$ cat config.mk
export PLATFORM = sky130hd
export DESIGN_NAME = stp_front
export DESIGN_NICKNAME = d
export VERILOG_FILES = /design/src/rtl/core/stp_pkg.sv /design/src/rtl/core/stp_front.sv
export SDC_FILE = /design/constraint.sdc
export NUM_CORES = 1
export LEC_CHECK = 0
export ABC_AREA = 0
export BUFFER_PORTS_ARGS = -buffer_cell sky130_fd_sc_hd__buf_2
export CAP_MARGIN = 20
export CORE_MARGIN = 1
export CORE_UTILIZATION = 57
export CTS_CLUSTER_SIZE = 8
export DETAILED_ROUTE_END_ITERATION = 7
export PLACE_DENSITY = 0.83
export SLEW_MARGIN = 20
export SYNTH_ARGS = -nofsm -noshare
export SYNTH_HDL_FRONTEND = slang
export SYNTH_SLANG_ARGS = --single-unit
$ cat constraint.sdc
create_clock -name aclk -period 7 [get_ports aclk]
set_input_delay 1.4 -clock aclk [delete_from_list [all_inputs] [get_ports aclk]]
set_output_delay 1.4 -clock aclk [all_outputs]
set_load 0.05 [all_outputs]
$ cat src/rtl/core/stp_pkg.sv
// stp_pkg: item types, command control, status structs and codes
// for the skeleton thinning pass; no dependencies
`default_nettype none
package stp_pkg;

    localparam logic REQ_PIXEL = 1'b0;
    localparam logic REQ_PAD   = 1'b1;

    localparam logic [1:0] REG_PRUNE  = 2'd0;
    localparam logic [1:0] REG_WIDTH  = 2'd1;
    localparam logic [1:0] REG_HEIGHT = 2'd2;

    localparam logic [1:0]  PRUNE_RESET  = 2'd0;
    localparam logic [10:0] WIDTH_RESET  = 11'd1024;
    localparam logic [10:0] HEIGHT_RESET = 11'd1024;

    localparam logic [7:0] CODE_ERODE_A = 8'd54;
    localparam logic [7:0] CODE_ERODE_B = 8'd216;
    localparam logic [7:0] CODE_KEEP_A  = 8'd99;
    localparam logic [7:0] CODE_KEEP_B  = 8'd141;

    typedef struct packed {
        logic       req_type;
        logic [7:0] pixel_value;
    } in_item_t;

    typedef struct packed {
        logic [7:0] out_pixel;
        logic       last_of_frame;
    } out_item_t;

    typedef struct packed {
        logic push;
        logic emit;
        logic last;
        logic up;
        logic dn;
        logic lf;
        logic rt;
    } cmd_ctl_t;

    typedef struct packed {
        logic inject_busy;
    } front_stat_t;

    typedef struct packed {
        logic emit_pending;
    } back_stat_t;

endpackage
`default_nettype wire

$ cat src/rtl/core/stp_front.sv
// stp_front: accepts items, tracks input and result positions, issues commands
// depends on stp_pkg
`default_nettype none
module stp_front #(
    parameter int MAX_WIDTH  = 1024,
    parameter int MAX_HEIGHT = 1024,
    parameter int PIXEL_BITS = 8
) (
    input  wire                               aclk,
    input  wire                               aresetn,
    input  wire                               s_valid,
    output logic                              s_ready,
    input  stp_pkg::in_item_t                 s_item,
    input  wire  [10:0]                       width_cfg,
    input  wire  [10:0]                       height_cfg,
    input  wire                               cfg_restart,
    output logic                              q_wr,
    input  wire                               q_ready,
    output stp_pkg::cmd_ctl_t                 q_ctl,
    output logic [PIXEL_BITS-1:0]             q_value,
    output logic [$clog2(MAX_WIDTH)-1:0]      q_pcol,
    output logic [$clog2(MAX_WIDTH)-1:0]      q_ecol,
    output stp_pkg::front_stat_t              stat
);
    localparam int CW  = $clog2(MAX_WIDTH);
    localparam int RW  = $clog2(MAX_HEIGHT);
    localparam int WEW = CW + 1;
    localparam int HEW = RW + 1;
    localparam int XW  = (PIXEL_BITS > 8) ? PIXEL_BITS : 8;

    logic [WEW-1:0] weff;
    logic [HEW-1:0] heff;
    logic [CW-1:0]  in_col_reg, e_col_reg;
    logic [RW-1:0]  in_row_reg, e_row_reg;
    logic           done_reg;
    logic [1:0]     inj_reg;
    logic           acc, is_pix, inj_cmd, col_last, pix_last, primed, e_col_last;
    logic [XW-1:0]  pix_x;

    always_comb begin
        if (width_cfg == 11'd0) weff = WEW'(1);
        else if (32'(width_cfg) > MAX_WIDTH) weff = WEW'(MAX_WIDTH);
        else weff = WEW'(width_cfg);
        if (height_cfg == 11'd0) heff = HEW'(1);
        else if (32'(height_cfg) > MAX_HEIGHT) heff = HEW'(MAX_HEIGHT);
        else heff = HEW'(height_cfg);
    end

    assign s_ready  = (inj_reg == 2'd0) && q_ready;
    assign acc      = s_valid && s_ready;
    assign is_pix   = !done_reg && (s_item.req_type == stp_pkg::REQ_PIXEL);
    assign inj_cmd  = (inj_reg != 2'd0) && q_ready;
    assign col_last = WEW'(in_col_reg) == weff - WEW'(1);
    assign pix_last = col_last && (HEW'(in_row_reg) == heff - HEW'(1));
    assign primed   = (in_row_reg != '0 && in_col_reg != '0) || in_row_reg > RW'(1);
    assign e_col_last = WEW'(e_col_reg) == weff - WEW'(1);
    assign pix_x    = XW'(s_item.pixel_value);

    assign q_wr = inj_cmd || (acc && (is_pix || done_reg));
    assign stat.inject_busy = inj_reg != 2'd0;

    always_comb begin
        q_ctl.push = 1'b1;
        q_ctl.emit = inj_cmd ? 1'b0 : (is_pix ? primed : 1'b1);
        q_ctl.up   = e_row_reg != '0;
        q_ctl.dn   = HEW'(e_row_reg) != heff - HEW'(1);
        q_ctl.lf   = e_col_reg != '0;
        q_ctl.rt   = !e_col_last;
        q_ctl.last = !q_ctl.dn && !q_ctl.rt;
        q_value    = (is_pix && !inj_cmd) ? pix_x[PIXEL_BITS-1:0] : '0;
        q_pcol     = in_col_reg;
        q_ecol     = e_col_reg;
    end

    always_ff @(posedge aclk) begin
        if (!aresetn || cfg_restart) begin
            in_col_reg <= '0;
            in_row_reg <= '0;
            e_col_reg  <= '0;
            e_row_reg  <= '0;
            done_reg   <= 1'b0;
            inj_reg    <= 2'd0;
        end else if (q_wr) begin
            in_col_reg <= col_last ? '0 : in_col_reg + CW'(1);
            if (inj_cmd) begin
                inj_reg <= inj_reg - 2'd1;
            end else if (is_pix) begin
                if (pix_last) begin
                    done_reg <= 1'b1;
                    if (heff == HEW'(1)) inj_reg <= 2'd1;
                end else if (col_last) begin
                    in_row_reg <= in_row_reg + RW'(1);
                end
            end
            if (q_ctl.emit) begin
                if (q_ctl.last) begin
                    in_col_reg <= '0;
                    in_row_reg <= '0;
                    e_col_reg  <= '0;
                    e_row_reg  <= '0;
                    done_reg   <= 1'b0;
                end else if (e_col_last) begin
                    e_col_reg <= '0;
                    e_row_reg <= e_row_reg + RW'(1);
                end else begin
                    e_col_reg <= e_col_reg + CW'(1);
                end
            end
        end
    end
endmodule
`default_nettype wire

# [Yosys cells after proc, flatten, opt, wreduce, memory -nomap -nowiden]
# Cells that the tools add are included.
[totals] ff_bits=43 inputBits=36 out_inout_bits=38 elab_cells=84
[classes] add_sub_neg=7 order_cmp=3 n_eq_ne=5 mux=29 bitwise_logic=1 reduce_logical=33
[op_table] operator="10-bit two-way mux" count=13
[op_table] operator="11-bit two-way mux" count=4
[op_table] operator="10-bit by 1-bit adder with 10-bit output, second input constant" count=4
[op_table] operator="10-bit nonzero test" count=4
[op_table] operator="10-bit by 11-bit equality test with 1-bit output" count=3
[op_table] operator="11-bit > comparator, second input constant" count=2
[op_table] operator="11-bit logical NOT" count=2
[op_table] operator="11-bit by 1-bit subtractor with 11-bit output, second input constant" count=2
[op_table] operator="11-bit by 1-bit equality test with 1-bit output, second input constant" count=1
[op_table] operator="10-bit by 11-bit inequality test with 1-bit output" count=1
[op_table] operator="10-bit by 1-bit > comparator with 1-bit output, second input constant" count=1
[op_table] operator="2-bit nonzero test" count=5
[op_table] operator="1-bit logical AND" count=9
[op_table] operator="2-bit two-way mux" count=4
[op_table] operator="8-bit two-way mux" count=1
[op_table] operator="1-bit two-way mux" count=7
[op_table] operator="1-bit logical NOT" count=5
[op_table] operator="1-bit logical OR" count=4
[op_table] operator="4-bit AND reduction" count=1
[op_table] operator="3-bit AND reduction" count=1
[op_table] operator="2-bit logical NOT" count=1
[op_table] operator="2-bit AND reduction" count=1
[op_table] operator="2-bit by 1-bit subtractor with 2-bit output, second input constant" count=1
[op_table] operator="1-bit NOT" count=1

# [Depth between registers and ports, before layout]
[depth] depth_word=11 mapped_depth=16 mapped_depth_nobuf=12

# [Worst setup path before layout]
# Ideal clock, no wire load.
[synth_timing] kind="input port to output port" from="input port height_cfg[5]" to="output port q_ctl[4] (netlist bit)" arrival_ps=5400 t_required_ps=5600 slack_ps=200 stages=13 path_buffers=2 cell_sequence="clkbuf_1 > or3_1 > clkbuf_1 > o41ai_2 > inv_1 > ha_1 > nor2b_1 > nor2_1 > and3_1 > or4_1 > nor4b_4 > nand2_1 > nor2_1"
[synth_rtl] item="from (decl)" line="stp_front.sv:15" source="input wire [10:0] height_cfg,"
[synth_rtl] item="to (decl)" line="stp_front.sv:19" source="output stp_pkg::cmd_ctl_t q_ctl,"

==> run_results.csv <==
group,metric,value,unit
run_status,status,"completed",
placement,placed_cell_area,4980,um2
die,chipHeight,93.1,um
timing,min_period_over_period,0.955,
clock_tree,hold_buffers,0,
die,die_w,93.1,um
synthesis,synth_edf_count,0,
drt,viasPerCell,6.72,
synthesis,ys_warn_count,0,
drt,drc,0,
job,maxCapViolations,0,
finish,post-route-cell-area,5080,um2
worst_setup_path,path_cells,"buf_2 -> or4_4 -> o41ai_2 -> inv_1 -> ha_1 -> nor2b_1 -> nor2_1 -> and3_1 -> or4_1 -> nor4b_4 -> nand2_1 -> nor2_1 -> buf_2",
finish,final_core_util,0.645,
worst_setup_path,start_kind,"primary input",
die,io-pin-count,74,
worst_setup_path,critical_path_depth,13,
finish,fillers,730,
worst_setup_path,path_buf_inv,3,
drt,drtAntennaViolNets,0,
drt,wl_met1,6.01,mm
drt,via_count,5144,
timing,tightest_slew,0.764,ns
finish,instances_no_fill,766,
timing,rsz0062_at_grt,"no",
worst_setup_path,cp-end-kind,"primary output",
synthesis,synth_nets,687,
placement,portBuffers,72,
timing,slew_headroom,0.491,
worst_setup_path,cp_top_family,"simple AND/OR/NAND/NOR gates",
drt,wl_met2,6.31,mm
power_and_ir_drop,p_per_area,115,nW/um2
finish,regArea,861,um2
power_and_ir_drop,p_leak,1.82,nW
grt,grt_pass1_wl,22.5,mm
grt,grt_max_degree,35,
clock_tree,postCtsSetupRepairBufs,0,
drt,totalWireLength,13.5,mm
die,start_util,0.599,
clock_tree,clockBufferDepth,2,
clock_tree,clock_sinks,43,
synthesis,yosysSeqAreaShare,0.182,
synthesis,syn_area,4730,um2
worst_setup_path,r2r_cells,8,
placement,place.gp.congestion,0.946,
grt,grt_pass1_vias,4733,
timing,finalSetupTns,0,ns
grt,grt_overflow,0,
grt,antenna_found_initial,0,
die,dieArea,8660,um2
clock_tree,cts_buffers,5,
worst_setup_path,cp.required,5.60,ns
die,num_rows,32,
drt,dr.pass1.iters,5,
worst_setup_path,worstPathMaxFanout,15,
synthesis,synth_cell_types,84,
drt,drt-initial-drc-count,393,
timing,clock_skew,0.00747,ns
timing,setup_violations,0,
finish,diodes,0,
timing,finalMaxSlewViolations,0,
worst_setup_path,cp_slowest_cell,"or4_4",
min_path,hold_path_class,"register to register",
synthesis,synthCells,637,
finish,multi_input_area,3510,um2
clock_tree,ctsResizeCount,0,
power_and_ir_drop,peakVddDrop,0.0673,mV
synthesis,yosys_most_used_dff,"dfxtp_1",
clock_tree,insertion_delay,0.30,ns
timing,max_freq,0.150,GHz
worst_setup_path,worstSetupPathType,"primary input to primary output",
clock_tree,htree_num_levels,2,
drt,wl_met3,1.03,mm
synthesis,synth_seq_cells,43,
clock_tree,path_clk_slew,0.09,ns
worst_setup_path,arrival,5.28,ns
min_path,hold_depth,2,
placement,hpwlAfterDp,10.1,mm
timing,hold_viol_final,0,
finish,fin_nets,714,
placement,dp.cells,759,
worst_setup_path,cpPeakStageDelay,0.62,ns
timing,whs,0.465,ns
finish,drive_above_1_share,0.173,
clock_tree,tritoncts,"done",
clock_tree,clock-root-buffer,"clkbuf_8",
timing,finalCriticalPeriod,6.68,ns
grt,grt_use_total,0.315,
synthesis,avgSynthCellArea,7.42,um2
drt,avgRoutedWirePerCell,17.7,um
drt,top_layer,"met4",
synthesis,async_reset_ff_frac,0,
die,coreArea,7890,um2
finish,area_delta_synth_final,7.57,%
-- final timing paths --
path / from / end / slack (ns)
hold reg to reg: done_reg / done_reg / 0.46
setup / recovery: height_cfg[0] / q_ctl[4] / 0.32
setup reg to reg: q_pcol[6] / in_row_reg[3] / 3.85
hold / removal: done_reg / done_reg / 0.46
-- logic make-up after synthesis --
kind of cell	synth area share
XOR/XNOR	0.0702
flip-flops	0.182
other	0.000794
buffers and inverters	0.0755
adder cells (fa/ha/maj)	0.0371
AND/OR/NAND/NOR	0.374
multiplexers	0.0220
AO/OA/AOI/OAI	0.238
-- worst register-to-register path, delay by kind of cell, from the launching register on --
kind	cells	cell delay, ns
AND/OR/NAND/NOR	3	1.05
flip-flops	1	0.42
AO/OA/AOI/OAI	5	1.58
-- where the power goes --
group / switching [W] / total, W / internal, W
sequential: 0.000000602 / 0.000245 / 0.000245
combinational: 0.0000985 / 0.000148 / 0.0000494
clock: 0.0000855 / 0.000190 / 0.000105
-- synthesized netlist by cell type, types with 5 or more instances --
| master | count | area, um2 |
|---|---|---|
| nor4_1 | 18 | 113 |
| nor3_1 | 19 | 95.1 |
| and4_1 | 6 | 52.6 |
| and2_1 | 6 | 37.5 |
| o2111ai_1 | 6 | 52.6 |
| o21a_1 | 8 | 60.1 |
| or3_1 | 13 | 81.3 |
| dfxtp_1 | 43 | 861 |
| and3_1 | 23 | 144 |
| a21oi_1 | 25 | 125 |
| nand2b_1 | 8 | 50.1 |
| nand3_1 | 27 | 135 |
| nand2_1 | 42 | 158 |
| clkbuf_1 | 39 | 146 |
| nor2_1 | 51 | 191 |
| a211oi_1 | 7 | 52.6 |
| nand4_1 | 22 | 138 |
| xor2_1 | 17 | 149 |
| a21boi_0 | 5 | 37.5 |
| o31ai_1 | 11 | 82.6 |
| o21ai_1 | 5 | 25.0 |
| ha_1 | 14 | 175 |
| o21ai_0 | 16 | 80.1 |
| a31oi_1 | 20 | 125 |
| nor2b_1 | 6 | 37.5 |
| mux2i_1 | 7 | 70.1 |
| or2_2 | 5 | 31.3 |
| buf_6 | 5 | 56.3 |
| or4_1 | 12 | 90.1 |
| o211ai_1 | 7 | 52.6 |
| buf_2 | 6 | 30.0 |
| xnor2_1 | 19 | 166 |
| inv_1 | 23 | 86.3 |
-- routing by layer --
layer | vias up | global-route usage
li1 | 2453 | -
met1 | 2440 | 0.445
met2 | 230 | 0.502
met3 | 21 | 0.0439
met4 | 0 | 0.0795
met5 | - | 0
-- placed cells by master (no fill, tap or decap), types with 8 or more instances in the layout --
master / Yosys / routed
xnor2_1: 19 / 19
nand4_1: 22 / 22
ha_1: 14 / 14
nand2_1: 42 / 42
nor4_1: 18 / 18
nor3_1: 19 / 19
and3_1: 23 / 23
nand3_1: 27 / 27
nand2b_1: 8 / 8
xor2_1: 17 / 17
o31ai_1: 11 / 11
a31oi_1: 20 / 20
or3_1: 13 / 13
nor2_1: 51 / 51
dfxtp_1: 43 / 43
a21oi_1: 25 / 25
buf_2: 6 / 72
inv_1: 23 / 23
o21a_1: 8 / 8
o21ai_0: 16 / 16
or4_1: 12 / 12
-- area by class of cell --
cell class,instances,share of cell area
inverter,25,0.0185
timing repair buffer,76,0.0768
clock inverter,1,0.00591
clock buffer,6,0.0143
tap,102,0.0251
multi-input combinational,513,0.690
sequential,43,0.169
-- per-stage QoR --
step / setup slack [ns] / total power [W]
global route: 0.0159 / 0.000606
global placement: 0.502 / 0.000392
CTS: 0.343 / 0.000582
floorplan: 0.200 / 0.000359
detailed placement: 0.345 / 0.000395
finish: 0.316 / 0.000583
(Power assumes the default switching activity.)
