File: src/rtl/core/stp_queue.sv
// stp_queue: two-entry command queue between front and back
// no package dependencies
`default_nettype none
module stp_queue #(
    parameter int W = 8
) (
    input  wire          aclk,
    input  wire          aresetn,
    input  wire          wr_en,
    input  wire  [W-1:0] wr_data,
    output logic         wr_ready,
    input  wire          rd_en,
    output logic [W-1:0] rd_data,
    output logic         rd_valid
);
    logic [W-1:0] mem_reg [2];
    logic         wp_reg, rp_reg;
    logic [1:0]   cnt_reg;

    assign wr_ready = cnt_reg != 2'd2;
    assign rd_valid = cnt_reg != 2'd0;
    assign rd_data  = mem_reg[rp_reg];

    always_ff @(posedge aclk) begin
        if (wr_en && wr_ready) begin
            mem_reg[wp_reg] <= wr_data;
        end
    end

    always_ff @(posedge aclk) begin
        if (!aresetn) begin
            wp_reg  <= 1'b0;
            rp_reg  <= 1'b0;
            cnt_reg <= 2'd0;
        end else begin
            if (wr_en && wr_ready) wp_reg <= ~wp_reg;
            if (rd_en && rd_valid) rp_reg <= ~rp_reg;
            cnt_reg <= cnt_reg + 2'(wr_en && wr_ready) - 2'(rd_en && rd_valid);
        end
    end
endmodule
`default_nettype wire

File: config.mk
export PLATFORM = sky130hd
export DESIGN_NAME = stp_queue
export DESIGN_NICKNAME = d
export VERILOG_FILES = /design/src/rtl/core/stp_queue.sv
export SDC_FILE = /design/constraint.sdc
export NUM_CORES = 1
export LEC_CHECK = 0
export BUFFER_PORTS_ARGS = -buffer_cell sky130_fd_sc_hd__buf_2
export CORE_ASPECT_RATIO = 0.7
export CORE_MARGIN = 10
export CORE_UTILIZATION = 35
export DETAILED_ROUTE_END_ITERATION = 8
export MAX_ROUTING_LAYER = met4
export PLACE_DENSITY = 0.58
export SKIP_LAST_GASP = 1
export SYNTH_ARGS = -nofsm -noshare
export SYNTH_HDL_FRONTEND = slang
export SYNTH_SLANG_ARGS = --single-unit
File: constraint.sdc
create_clock -name aclk -period 1.7 [get_ports aclk]
set_input_delay 0.51 -clock aclk [delete_from_list [all_inputs] [get_ports aclk]]
set_output_delay 0.51 -clock aclk [all_outputs]
set_load 0.005 [all_outputs]
# Word-level counts from Yosys, hierarchy flattened
# Memories as Yosys holds them, arrays and structs flattened. A register that Yosys moved wholly into a read port is not among the register bits.
# Cells that the tools add are included.
# totals
ff_bits	4
ramBits	16
in_bits	12
wordCells	16
n_memories	1
output_inout_bits	10
# memory_table
memory	depth	width	read_ports	rd_clocked_by_memory_dff	wr	line_no	source
mem_reg	2	8	1	1	1	16	logic [W-1:0] mem_reg [2];
# classes
reduce_logical	3
bitwise	2
eq_ne	1
n_mux	4
addsub	2
# op_table
cell	count
2-to-1 mux 1 bit	4
adder 2 x 1 -> 2 bit	1
logical AND 1 bit	2
!= test 2 bit, second input constant	1
inverter 1 bit	2
nonzero test 2 bit	1
subtractor 2 x 1 -> 2 bit	1

# Logic depth before layout (Yosys ltp)
# Gate-level depths: netlist of the first run.
# depth
word_depth	4
ltp_mapped	8

# Worst setup path after synthesis of the first run
# No wires, ideal clock.
# synth_path
path_kind	input to register
from	input rd_en
to	register cnt_reg[1]
t_required_ps	1585
t_arrival_ps	1471
cell_stages	7
setup_time_ps	115
setup_slack_ps	114
path_cell_list	o21a_2 > ha_1 > inv_1 > ha_1 > xnor2_1 > xnor2_1 > and2_1
# synth_between
elab_chain_cells	2
# synth_rtl
item	line_no	source
start: declaration	12	input wire rd_en,
logical AND 1 bit	38	cnt_reg <= cnt_reg + 2'(wr_en && wr_ready) - 2'(rd_en && rd_valid);
subtractor 2 x 1 -> 2 bit	38	
end signal: assignment	38	
end: declaration	18	logic [1:0] cnt_reg;
# Every way passes these cells.
# A chain may end at the register's enable or synchronous reset.

==> reports/summary.md, run 1 <==
Entering global routing, the biggest net connects 13 pins. In this run, the number of DRC markers left after iteration 0 of detailed routing was 9. Yosys printed 0 warnings.

Number of inserted diodes: 0. After filler insertion, the fill cell instance count of the layout stands at 214. Power density of the placed cells: 1361 nW/um^2. Remaining routing DRC violations: 0. Root cell of the clock tree: clkbuf_4. Post-route fraction of the period consumed by the critical path: 1.004.

The flow ran to the end, but the final reports show violations. For the internal power summed over all cells, the log shows 1099 uW. No sink is reached through more buffers than the 2 on the longest clock path. The switching share of power is 0.2666, and the floorplan core area is 2172 um^2. Number of H-tree branching levels: 1. By instance count, the leading cell after synthesis is edfxtp_1.

Logic gate share of total power: 0.353. The achievable clock frequency came out at 585.8 MHz. Dividing the detail-routed wire length by the instance count gives 13.36 um. The worst endpoint required time is 1.19 ns. The synthesized netlist cell count is 49, and the number of top-level pins is 22. For the pin with the worst max-slew slack, the measured transition is 0.4120 ns.

At the end of routability-driven placement, the weighted congestion stood at 0.6921. The floorplan step set the die height to 60.27 um. By area, the combinational part of the netlist is dominated by multiplexers.

The register with the most flip-flops in the layout has 16 of them. The tools report the post-route worst setup slack as -0.007073 ns. Placed wire-length estimate after detailed placement: 1089 um. The die covers 4672 um^2. The number of detailed-routing iterations run before antenna repair is 2, and the clock input transition at the sequential cells of the worst setup and hold paths is 0.11 ns. Counting I/O delays and the setup requirement, the final critical path takes 1.707 ns. Yosys mapped a number of flops with a built-in enable equal to 16. The sequential share of power is 0.493, and the overall fraction of global-route tracks in use is 0.06442.

The number of clock buffers added by TritonCTS is 3. The area fraction in compound gates after synthesis came out at 0.01080. Multiplexer area fraction after synthesis: 0.1235. The first global-routing pass estimated 2263 um of wire.

The area added between synthesis and finish came out at 35.80%. The fraction of the core area covered by cells at the end of the flow is 0.5069, and the setup slack at placement is -0.02412 ns. For the sequential area share after synthesis, the log shows 0.7160.

By startpoint and endpoint, the worst setup path is classified as reg -> out. From left edge to right edge, the die measures 77.53 um. The maximum resistive drop on vdd is 0.5653 mV. The total overflow left after global routing is 0. The tools report the data arrival time of the critical path as 1.20 ns. Sorting the synthesized cells by how often they occur yields edfxtp_1 (16), mux2_2 (8), dfxtp_1 (5). The path class of the lowest-slack min-delay path was in -> reg.

Mean area per synthesized cell: 16.55 um^2. Setup repair after global routing could not meet its margin everywhere. The final reports fail on setup timing. Starting utilization of the core area: 0.3733.

The fraction of power consumed by the clock network is 0.154. The share of the synthesized area in the top cell type is 0.5926. TritonCTS built the clock tree. The final clock skew is 0.003134 ns, and the final wirelength is 1456 um. Cell type of the slowest stage on the worst timing path: dfxtp_4. The logs give 485 for the number of global-route vias before repair and 0.30 ns for the insertion delay to the later sink of the worst-skew pair. For this design, the CTS-stage hold fixing added 0 buffers. Of all nets on the critical path, the largest fanout is 8.

The tools report the tightest slew margin relative to the limit as 0.7253. The post-synthesis adder-cell area fraction is 0.03086. The final hold slack came out at 0.3920 ns. In the routed layout, each cell is associated on average with a via count of 4.303. Setup total negative slack on the finished layout was measured at -0.03260 ns.

The routed layout has 469 vias. STA classifies the critical path startpoint as a register. The xor and xnor fraction of the mapped netlist area is 0.03241, and the final number of setup-violating endpoints is 8. The most used flip-flop cell after synthesis is edfxtp_1. Area share of and/or/nand/nor cells after synthesis: 0.07562. The synthesized design spends more area on one cell type than any other, namely edfxtp_1. When the netlist entered floorplanning its net count stood at 63. The ratio of cells with drive above 1 in the final layout came out at 0.5455. The worst setup path is captured at an output pin.

The number of nets in the final layout came out at 92. Yosys attributes the largest share of cell area to edfxtp_1 (59%), dfxtp_1 (12%), mux2_2 (11%), xnor2_1 (3.2%), ha_1 (3.1%). During placement, the flow inserted port buffers numbering 21. For the clock sink count, the log shows 21.

The tools report the number of hold violations in the final report as 0. The analysis attributes to net switching a power of 399.5 uW. The fraction of registers with async set/reset came out at 0.

The number of pins exceeding their max-slew limit in the final report is 0. In this run, distinct cell masters in the synthesized netlist total 16. The number of setup buffers added after CTS is 0. The tools report the total leakage power as 0.0004560 uW. The summed instance area of the synthesized netlist came out at 810.8 um^2.

The initial antenna violation count is 0, and the register bit total from synthesis is 21. The detail route stage leaves a number of antenna-violating nets equal to 0. The floorplan has 14 rows.

The number of violations of the max-capacitance limit is 0. Traced cell by cell, the critical path runs through mux2_4 -> buf_6. The maximum single-stage delay on the critical path works out to 0.46 ns.
## cell type report
class / count / area (um^2) / area share
inverters: 1 / 3.754 / 0.003409
well taps: 32 / 40.04 / 0.03636
clock buffers: 3 / 22.52 / 0.02045
clock inverters: 1 / 5.005 / 0.004545
repair buffers: 25 / 185.2 / 0.1682
flip-flops and latches: 21 / 585.6 / 0.5318
multi-input cells: 26 / 259.0 / 0.2352
## repair_timing
item | CTS | global route
endpoints found under the setup margin | 8 | 9
hold endpoints to repair | 0 | 0
resized for setup | 3 | 17
## cells by family (layout without fill, tap and decap cells)
logic type | Yosys count | count (layout)
xor gates and xnor gates | 3 | 3
buffers and inverters | 2 | 30
muxes | 9 | 9
adders and majority gates | 2 | 2
DFF | 21 | 21
AOI/OAI and AO/OA | 1 | 1
and+or+nand+nor | 11 | 11
## power groups by stage
stage | clock network (uW) | registers [uW] | logic (uW)
3_5_place_dp | 0 | 727 | 416
6_report | 231 | 738 | 529
2_1_floorplan | 0 | 692 | 272
3_3_place_gp | 0 | 726 | 410
4_1_cts | 244 | 722 | 421
5_1_grt | 262 | 756 | 587
## routing by layer
layer / routed length (um) / up-vias / GRT usage
met5: 0 / - / -
met4: 0 / 0 / 0.01554
met3: 65 / 0 / 0.03593
met2: 737 / 14 / 0.1010
met1: 652 / 224 / 0.07057
li1: - / 231 / -
## critical path, delay by kind of cell, from the launching register on
family / cells / cell delay [ns]
flip-flops: 1 / 0.46
buffers and inverters: 1 / 0.12
multiplexers: 1 / 0.32
## path summary, 6_finish.rpt
kind                            slack [ns]  cells after the start                   from                       to
worst min-delay path                  0.39                      1             wr_data[5]  mem_reg[1][5]$_DFFE_PP_
worst max-delay path                -0.007                      2               register               rd_data[1]
worst min register to register        0.49                      2    wp_reg$_SDFFE_PN0N_      wp_reg$_SDFFE_PN0N_
worst max register to register        0.11                      7  cnt_reg[1]$_SDFF_PN0_    cnt_reg[1]$_SDFF_PN0_
## per-stage QoR
step                      instance area (um^2)  instances  total power, uW
after floorplan                          810.8         49            963.9
after global placement                   980.9        105             1136
after detailed placement                 980.9        105             1142
after CTS                                 1016        109             1387
after global routing                      1101        109             1606
final                                     1101        109             1499
## cells in the final DEF (no fill, tap or decap), drive strengths merged
master | synthesis | final
and2 | 2 | 2
and3 | 1 | 1
buf | 1 | 25
clkbuf | 0 | 3
clkinv | 0 | 1
dfxtp | 5 | 5
edfxtp | 16 | 16
ha | 2 | 2
inv | 1 | 1
mux2 | 8 | 8
mux2i | 1 | 1
nand2 | 2 | 2
nand2b | 2 | 2
nor2 | 1 | 1
nor2b | 2 | 2
o21a | 1 | 1
or2 | 1 | 1
xnor2 | 3 | 3
Note: power is estimated with default switching activity, not from simulation.
==> run 2, diff against run 1 <==
==> constraint.sdc (replaced) <==
create_clock -name aclk -period 1.7 [get_ports aclk]
set_input_delay 0.085 -clock aclk [delete_from_list [all_inputs] [get_ports aclk]]
set_output_delay 0.085 -clock aclk [all_outputs]
set_load 0.005 [all_outputs]
==> reports/summary.md, run 2 (synthesis gave the netlist of run 1 again) <==
The logs give 0 (-9) for the number of DRC markers in iteration 0 and 1056 um (-3.0%) for the placed wire-length estimate after detailed placement. The library cell used most frequently in the layout, excluding fill and tap cells, is buf_2. The global placement routability congestion was 0.6932 (+0.16%). The multi-input gate area in the final layout is 241.5 um^2 (-6.8%). The number of fill cells was 204 (-4.7%). The maximum number of pins on one net before global-route repair came out at 13 (unchanged). For the fraction of the core area covered by cells at the end of the flow, the log shows 0.5023 (-0.004608).

The finished layout cell area was 1091 um^2 (-0.91%). The run gives 0.06636 (+0.001940) as the overall fraction of global-route tracks in use. The highest fanout seen on the critical path was 4 (-4); the sequential cell area in the final layout was 585.6 um^2 (unchanged). Tightest slew margin relative to the limit: 0.7280 (+0.002712).

The ratio of cells with drive above 1 in the final layout is 0.5122 (-0.03326), and the final hold slack is 0.05730 ns (-0.3347 ns). The final clock skew was 0.006262 ns (+0.003128 ns); the achievable clock frequency was 616.4 MHz (+5.2%). The power density of the placed cells was 1273 nW/um^2 (-6.4%); the number of detailed-routing iterations run before antenna repair was 1 (-1).

The maximum resistive drop on vdd was 0.7629 mV (+35%); the routed via count divided by cell count was 4.175 (-3.0%). Leaving out fill and tap cells, the most frequent cells in the layout are buf_2 (21), edfxtp_1 (16), mux2_2 (8), dlygate4sd3_1 (8). The total negative slack is 0 ns (+0.03260 ns).

The logs give 3 (unchanged) for the total CTS buffers and 0.30 ns (about the same) for the insertion delay to the later sink of the worst-skew pair. The slew at the pin closest to its max-slew limit was 0.4079 ns (-0.004068 ns); the remaining routing DRC violations was 0 (unchanged). The global-route wire length before repair was 2270 um (+0.31%); the area added between synthesis and finish was 34.57%.

The final critical delay including setup and external delays was 1.622 ns (-0.08463 ns); the starting utilization of the core area was 0.3733 (unchanged). The clock input transition at the sequential cells of the worst setup and hold paths is 0.11 ns (about the same), and the final global-route overflow total is 0 (unchanged). For the clock tree buffer depth, the log shows 2 (unchanged).

The root cell of the clock tree is clkbuf_4. The number of nets in the final layout came out at 97 (+5.4%). The run gives 0 (unchanged) as the number of violations of the max-capacitance limit. The worst setup path is captured at a register. The post-route total power was 1389 uW (-7.3%); the standard cell area after detailed placement was 958.4 um^2 (-2.3%). The post-route fraction of the period consumed by the critical path is 0.9544 (-0.04978). TritonCTS built the clock tree. Data arrival time of the critical path: 1.82 ns (+0.62 ns). The run gives 0 (-8) as the final number of setup-violating endpoints. The floorplan core area was 2172 um^2 (unchanged); the initial antenna violation count was 0 (unchanged).

By startpoint and endpoint, the worst setup path is classified as reg -> reg. The number of H-tree branching levels came out at 1 (unchanged). The final wirelength is 1494 um (+2.6%). The number of top-level pins is 22 (unchanged). The total leakage power was 0.0004302 uW (-5.7%). The sort of element at the start of the critical path is a register.

The tools report the number of pins exceeding their max-slew limit in the final report as 0 (unchanged). For the worst endpoint required time, the log shows 1.90 ns (+0.71 ns). The flow ran to the end, and the final reports show no timing, DRC or antenna violations.

The number of inserted diodes came out at 0 (unchanged). The tightest min-delay check is of the in -> reg type. The number of buffers added on ports was 21 (unchanged); the die extent in x was 77.53 um (unchanged). The flip-flop count of the largest register, all copies and words added is 16 (unchanged). The number of routed nets with antenna violations was 0 (unchanged); the clock sink count was 21 (unchanged). The site row count came out at 14 (unchanged).

The tools report the total via count in the routed design as 476 (+1.5%). Setup repair after global routing left no endpoint under its margin. The y dimension of the die came out at 60.27 um (unchanged).

The number of hold violations in the final report was 0 (unchanged). For the number of global-route vias before repair, the log shows 499 (+2.9%). The die outline area is 4672 um^2 (unchanged), and the routed length per placed instance is 13.11 um (-1.9%). The run gives 0.08 ns (-0.03 ns) as the reg2reg setup slack.
==> run 2: cell types whose count changed in the layout (fill, tap and decap cells not counted) <==
cell,before,now
buf_2,13,21
nand2_1,2,1
nand2_2,0,1
mux2_4,8,0
mux2_2,0,8
ha_1,2,1
buf_4,4,1
xnor2_2,0,1
buf_6,8,0
dlygate4sd3_1,0,8
xnor2_1,3,2
ha_2,0,1
==> run 2: area by class of cell <==
type / count / share of cell area
Clock buffer: 3 / 0.02064
Sequential cell: 21 / 0.5367
Multi-Input combinational cell: 26 / 0.2213
Inverter: 1 / 0.003440
Tap cell: 32 / 0.03670
Timing Repair Buffer: 30 / 0.1766
Clock inverter: 1 / 0.004587
==> run 2: routing by layer <==
layer	global-route usage	vias to the layer above	share of wire
met5	-	-	0
met4	0.02332	0	0.0054
met3	0.03593	2	0.049
met2	0.1140	12	0.53
met1	0.06363	220	0.41
li1	-	242	-
==> run 2: what timing repair did <==
item / 4_1_cts / 5_1_grt
hold buffers: 8 / 0
pin swaps: 0 / 0
setup buffers: 0 / 0
hold endpoints to repair: 16 / 0
resized for setup: 1 / 6
endpoints found under the setup margin: 1 / 1
==> run 2: stage by stage <==
stage | setup slack (ns) | instances
final | 0.07756 | 114
after global routing | 0.006300 | 114
after CTS | 0.03283 | 114
after detailed placement | 0.01305 | 102
after global placement | 0.1279 | 102
after floorplan | 0.1426 | 49
==> run 2: power breakdown <==
group,switching [uW],total (uW),leakage (uW),internal (uW)
sequential,70.0,731,0.000192,661
clock,143,231,0.0000177,87.5
combinational,169,428,0.000221,258
total,383,1390,0.000430,1010
==> run 2: critical path, stage by stage, from the launching register on <==
cell     delay, ns
dfxtp_4       0.39
o21a_2        0.23
ha_1          0.28
inv_1         0.04
ha_2          0.17
xnor2_2       0.13
xnor2_1       0.12
and2_1        0.16
==> run 2: path summary, 6_finish.rpt <==
check	startpoint	endpoint	depth (start not counted)
setup / recovery	cnt_reg[1]$_SDFF_PN0_	cnt_reg[1]$_SDFF_PN0_	7
hold / removal	aresetn	cnt_reg[0]$_SDFF_PN0_	2
setup reg to reg	cnt_reg[1]$_SDFF_PN0_	cnt_reg[1]$_SDFF_PN0_	7
hold reg to reg	wp_reg$_SDFFE_PN0N_	wp_reg$_SDFFE_PN0N_	2
==> run 3, diff against run 2 <==
--- a/config.mk
+++ b/config.mk
@@ -7,7 +7,6 @@
 export LEC_CHECK = 0
 export BUFFER_PORTS_ARGS = -buffer_cell sky130_fd_sc_hd__buf_2
 export CORE_ASPECT_RATIO = 0.7
-export CORE_MARGIN = 10
 export CORE_UTILIZATION = 35
 export DETAILED_ROUTE_END_ITERATION = 8
 export MAX_ROUTING_LAYER = met4
==> reports/summary.md, run 3 (synthesis gave the netlist of run 1 again) <==
The min-delay analysis places its worst path in the category in -> reg. Final hold slack: 0.06425 ns (+0.006947 ns). The run gives 1182 um (-21%) as the final wirelength. The routed length per placed instance is 10.37 um (-21%). The insertion delay to the later sink of the worst-skew pair is 0.30 ns (about the same).

The slowest stage of the critical path belongs to the cell dfxtp_1. The total via count in the routed design is 475 (-0.21%). Traced cell by cell, the critical path runs through o21a_2 -> ha_1 -> inv_1 -> ha_1 -> xnor2_1 -> xnor2_1 -> and2_1. The logs give 3 (unchanged) for the total CTS buffers and 97 (unchanged) for the number of nets in the final layout. The worst setup path is captured at a register. The ratio of cells with drive above 1 in the final layout came out at 0.4634 (-0.04878). The endpoint identified for the worst register-to-register timing path is cnt_reg[1]$_SDFF_PN0_. The post-route worst setup slack came out at 0.1009 ns (+0.02338 ns).

The largest delay contributor family on the critical path was adder cells. The number of detailed-routing iterations run before antenna repair is 3 (+2), and the number of pins exceeding their max-slew limit in the final report is 0 (unchanged). Achievable clock frequency: 625.4 MHz (+1.5%). The fraction of the core area covered by cells at the end of the flow was 0.4948 (-0.007488). The logs give 1.91 ns (about the same) for the worst endpoint required time and 0 (unchanged) for the number of inserted diodes.

The post-route fraction of the period consumed by the critical path was 0.9406 (-0.01375). The run gives 13 (unchanged) as the maximum number of pins on one net before global-route repair. The run gives 114 (unchanged) as the final instance count without filler cells.

Number of buffers added on ports: 21 (unchanged). The die extent in x was 59.53 um (-23%); the starting utilization of the core area was 0.3733 (unchanged). The final critical delay including setup and external delays was 1.599 ns (-0.02338 ns); the number of hold violations in the final report was 0 (unchanged). Clock input transition at the sequential cells of the worst setup and hold paths: 0.11 ns (about the same). The number of top-level pins came out at 22 (unchanged). The power density of the placed cells is 1251 nW/um^2 (-1.7%). The run gives 399 (-20%) as the number of global-route vias before repair.

The kind of critical path was reg -> reg. The slew at the pin closest to its max-slew limit was 0.4126 ns (+0.004651 ns); the clock tree buffer depth was 2 (unchanged). Setup repair after global routing left no endpoint under its margin.

The run finished with clean final reports. The total leakage power is 0.0004289 uW (-0.31%). In the layout the commonest cells are buf_2 (21), edfxtp_1 (16), mux2_2 (8), dlygate4sd3_1 (8), dfxtp_1 (4).

The worst register-to-register path begins at cnt_reg[1]$_SDFF_PN0_. The run gives 0.07651 ns (+0.06347 ns) as the setup slack at placement. The logs give 0 (unchanged) for the number of routed nets with antenna violations and 0.7249 (-0.003101) for the tightest slew margin relative to the limit. The overall fraction of global-route tracks in use came out at 0.1111 (+0.04475).

STA classifies the critical path startpoint as a register. The final clock skew was 0.002757 ns (-0.003505 ns); the placed cell count was 102 (unchanged). Number of cells on the worst reg-to-reg path: 7 (unchanged). The logs give 0 ns (unchanged) for the total negative slack and 0 (unchanged) for the remaining routing DRC violations. Highest fanout seen on the critical path: 4 (unchanged).

The run gives 0.10 ns (+0.02 ns) as the reg2reg setup slack. The final number of setup-violating endpoints was 0 (unchanged). The tools report the root cell of the clock tree as clkbuf_4. The maximum single-stage delay on the critical path works out to 0.38 ns (about the same). The logs give 2172 um^2 (unchanged) for the floorplan core area and 12 (+12) for the number of DRC markers in iteration 0. The logs give 21 (unchanged) for the clock sink count and 2516 um^2 (-46%) for the die outline area.

TritonCTS built the clock tree. The number of stages on the worst hold path is 2 (unchanged), and the global-route wire length before repair is 1835 um (-19%). The number of violations of the max-capacitance limit is 0 (unchanged), and the data arrival time of the critical path is 1.81 ns (about the same). From synthesis to final layout, the design area changed by 32.56%.

The final global-route overflow total is 0 (unchanged). Number of H-tree branching levels: 1 (unchanged). The worst hold path terminates at cnt_reg[0]$_SDFF_PN0_. The y dimension of the die works out to 42.27 um (-30%). Site row count: 14 (unchanged).

The startpoint identified for the worst hold timing path is aresetn. The count of buffering cells on the critical path with inverters included is 1 (unchanged). The global placement routability congestion was 0.6961 (+0.42%). The routed via count divided by cell count was 4.167 (-0.21%); the flip-flop count of the largest register, all copies and words added was 16 (unchanged).

Maximum resistive drop on vdd: 0.7351 mV (-3.6%). The most common cell after layout, fill and taps aside was buf_2. The initial antenna violation count came out at 0 (unchanged). The post-CTS repair timing setup buffer count came out at 0 (unchanged).
[run 3: layout make-up]
cell class | count | area [um^2]
clock buffers | 3 | 22.52
clock inverters | 1 | 5.005
fillers | 211 | 1097
inverters | 1 | 3.754
multi-input cells | 26 | 229.0
flip-flops and latches | 21 | 581.8
well taps | 32 | 40.04
repair buffers | 30 | 192.7
[run 3: through the flow]
stage | instance area (um^2) | power (uW)
after global routing | 1075 | 1434
after floorplan | 810.8 | 963.9
final | 1075 | 1345
after global placement | 958.4 | 1095
after detailed placement | 958.4 | 1101
after CTS | 1066 | 1344
[run 3: what timing repair did]
item,in CTS,in global routing
hold endpoints to repair,16,0
endpoints found under the setup margin,0,1
gates resized for setup,0,2
hold buffers,8,0
[run 3: layer usage]
metal | GRT usage | part of all wire
met5 | - | 0
met4 | 0.02791 | 0.0051
met3 | 0.06481 | 0.075
met2 | 0.1685 | 0.47
met1 | 0.1260 | 0.45
[run 3: worst max-delay path by stage]
stage	slack, ns	endpoint	cells after the start	start
6_report	0.10	cnt_reg[1]$_SDFF_PN0_	7	cnt_reg[1]$_SDFF_PN0_
5_1_grt	0.01	cnt_reg[1]$_SDFF_PN0_	8	cnt_reg[0]$_SDFF_PN0_
4_1_cts	0.06	cnt_reg[1]$_SDFF_PN0_	8	cnt_reg[0]$_SDFF_PN0_
3_5_place_dp	0.08	cnt_reg[1]$_SDFF_PN0_	8	cnt_reg[0]$_SDFF_PN0_
3_3_place_gp	0.12	cnt_reg[1]$_SDFF_PN0_	8	cnt_reg[0]$_SDFF_PN0_
2_1_floorplan	0.14	cnt_reg[1]$_SDFF_PN0_	8	cnt_reg[0]$_SDFF_PN0_
[run 3: power breakdown]
group	switching [uW]	total [uW]	internal (uW)	leakage, uW
clock network	144	231	87.7	0.0000177
logic	152	395	243	0.000220
registers	63.8	719	655	0.000191
total	359	1350	986	0.000429
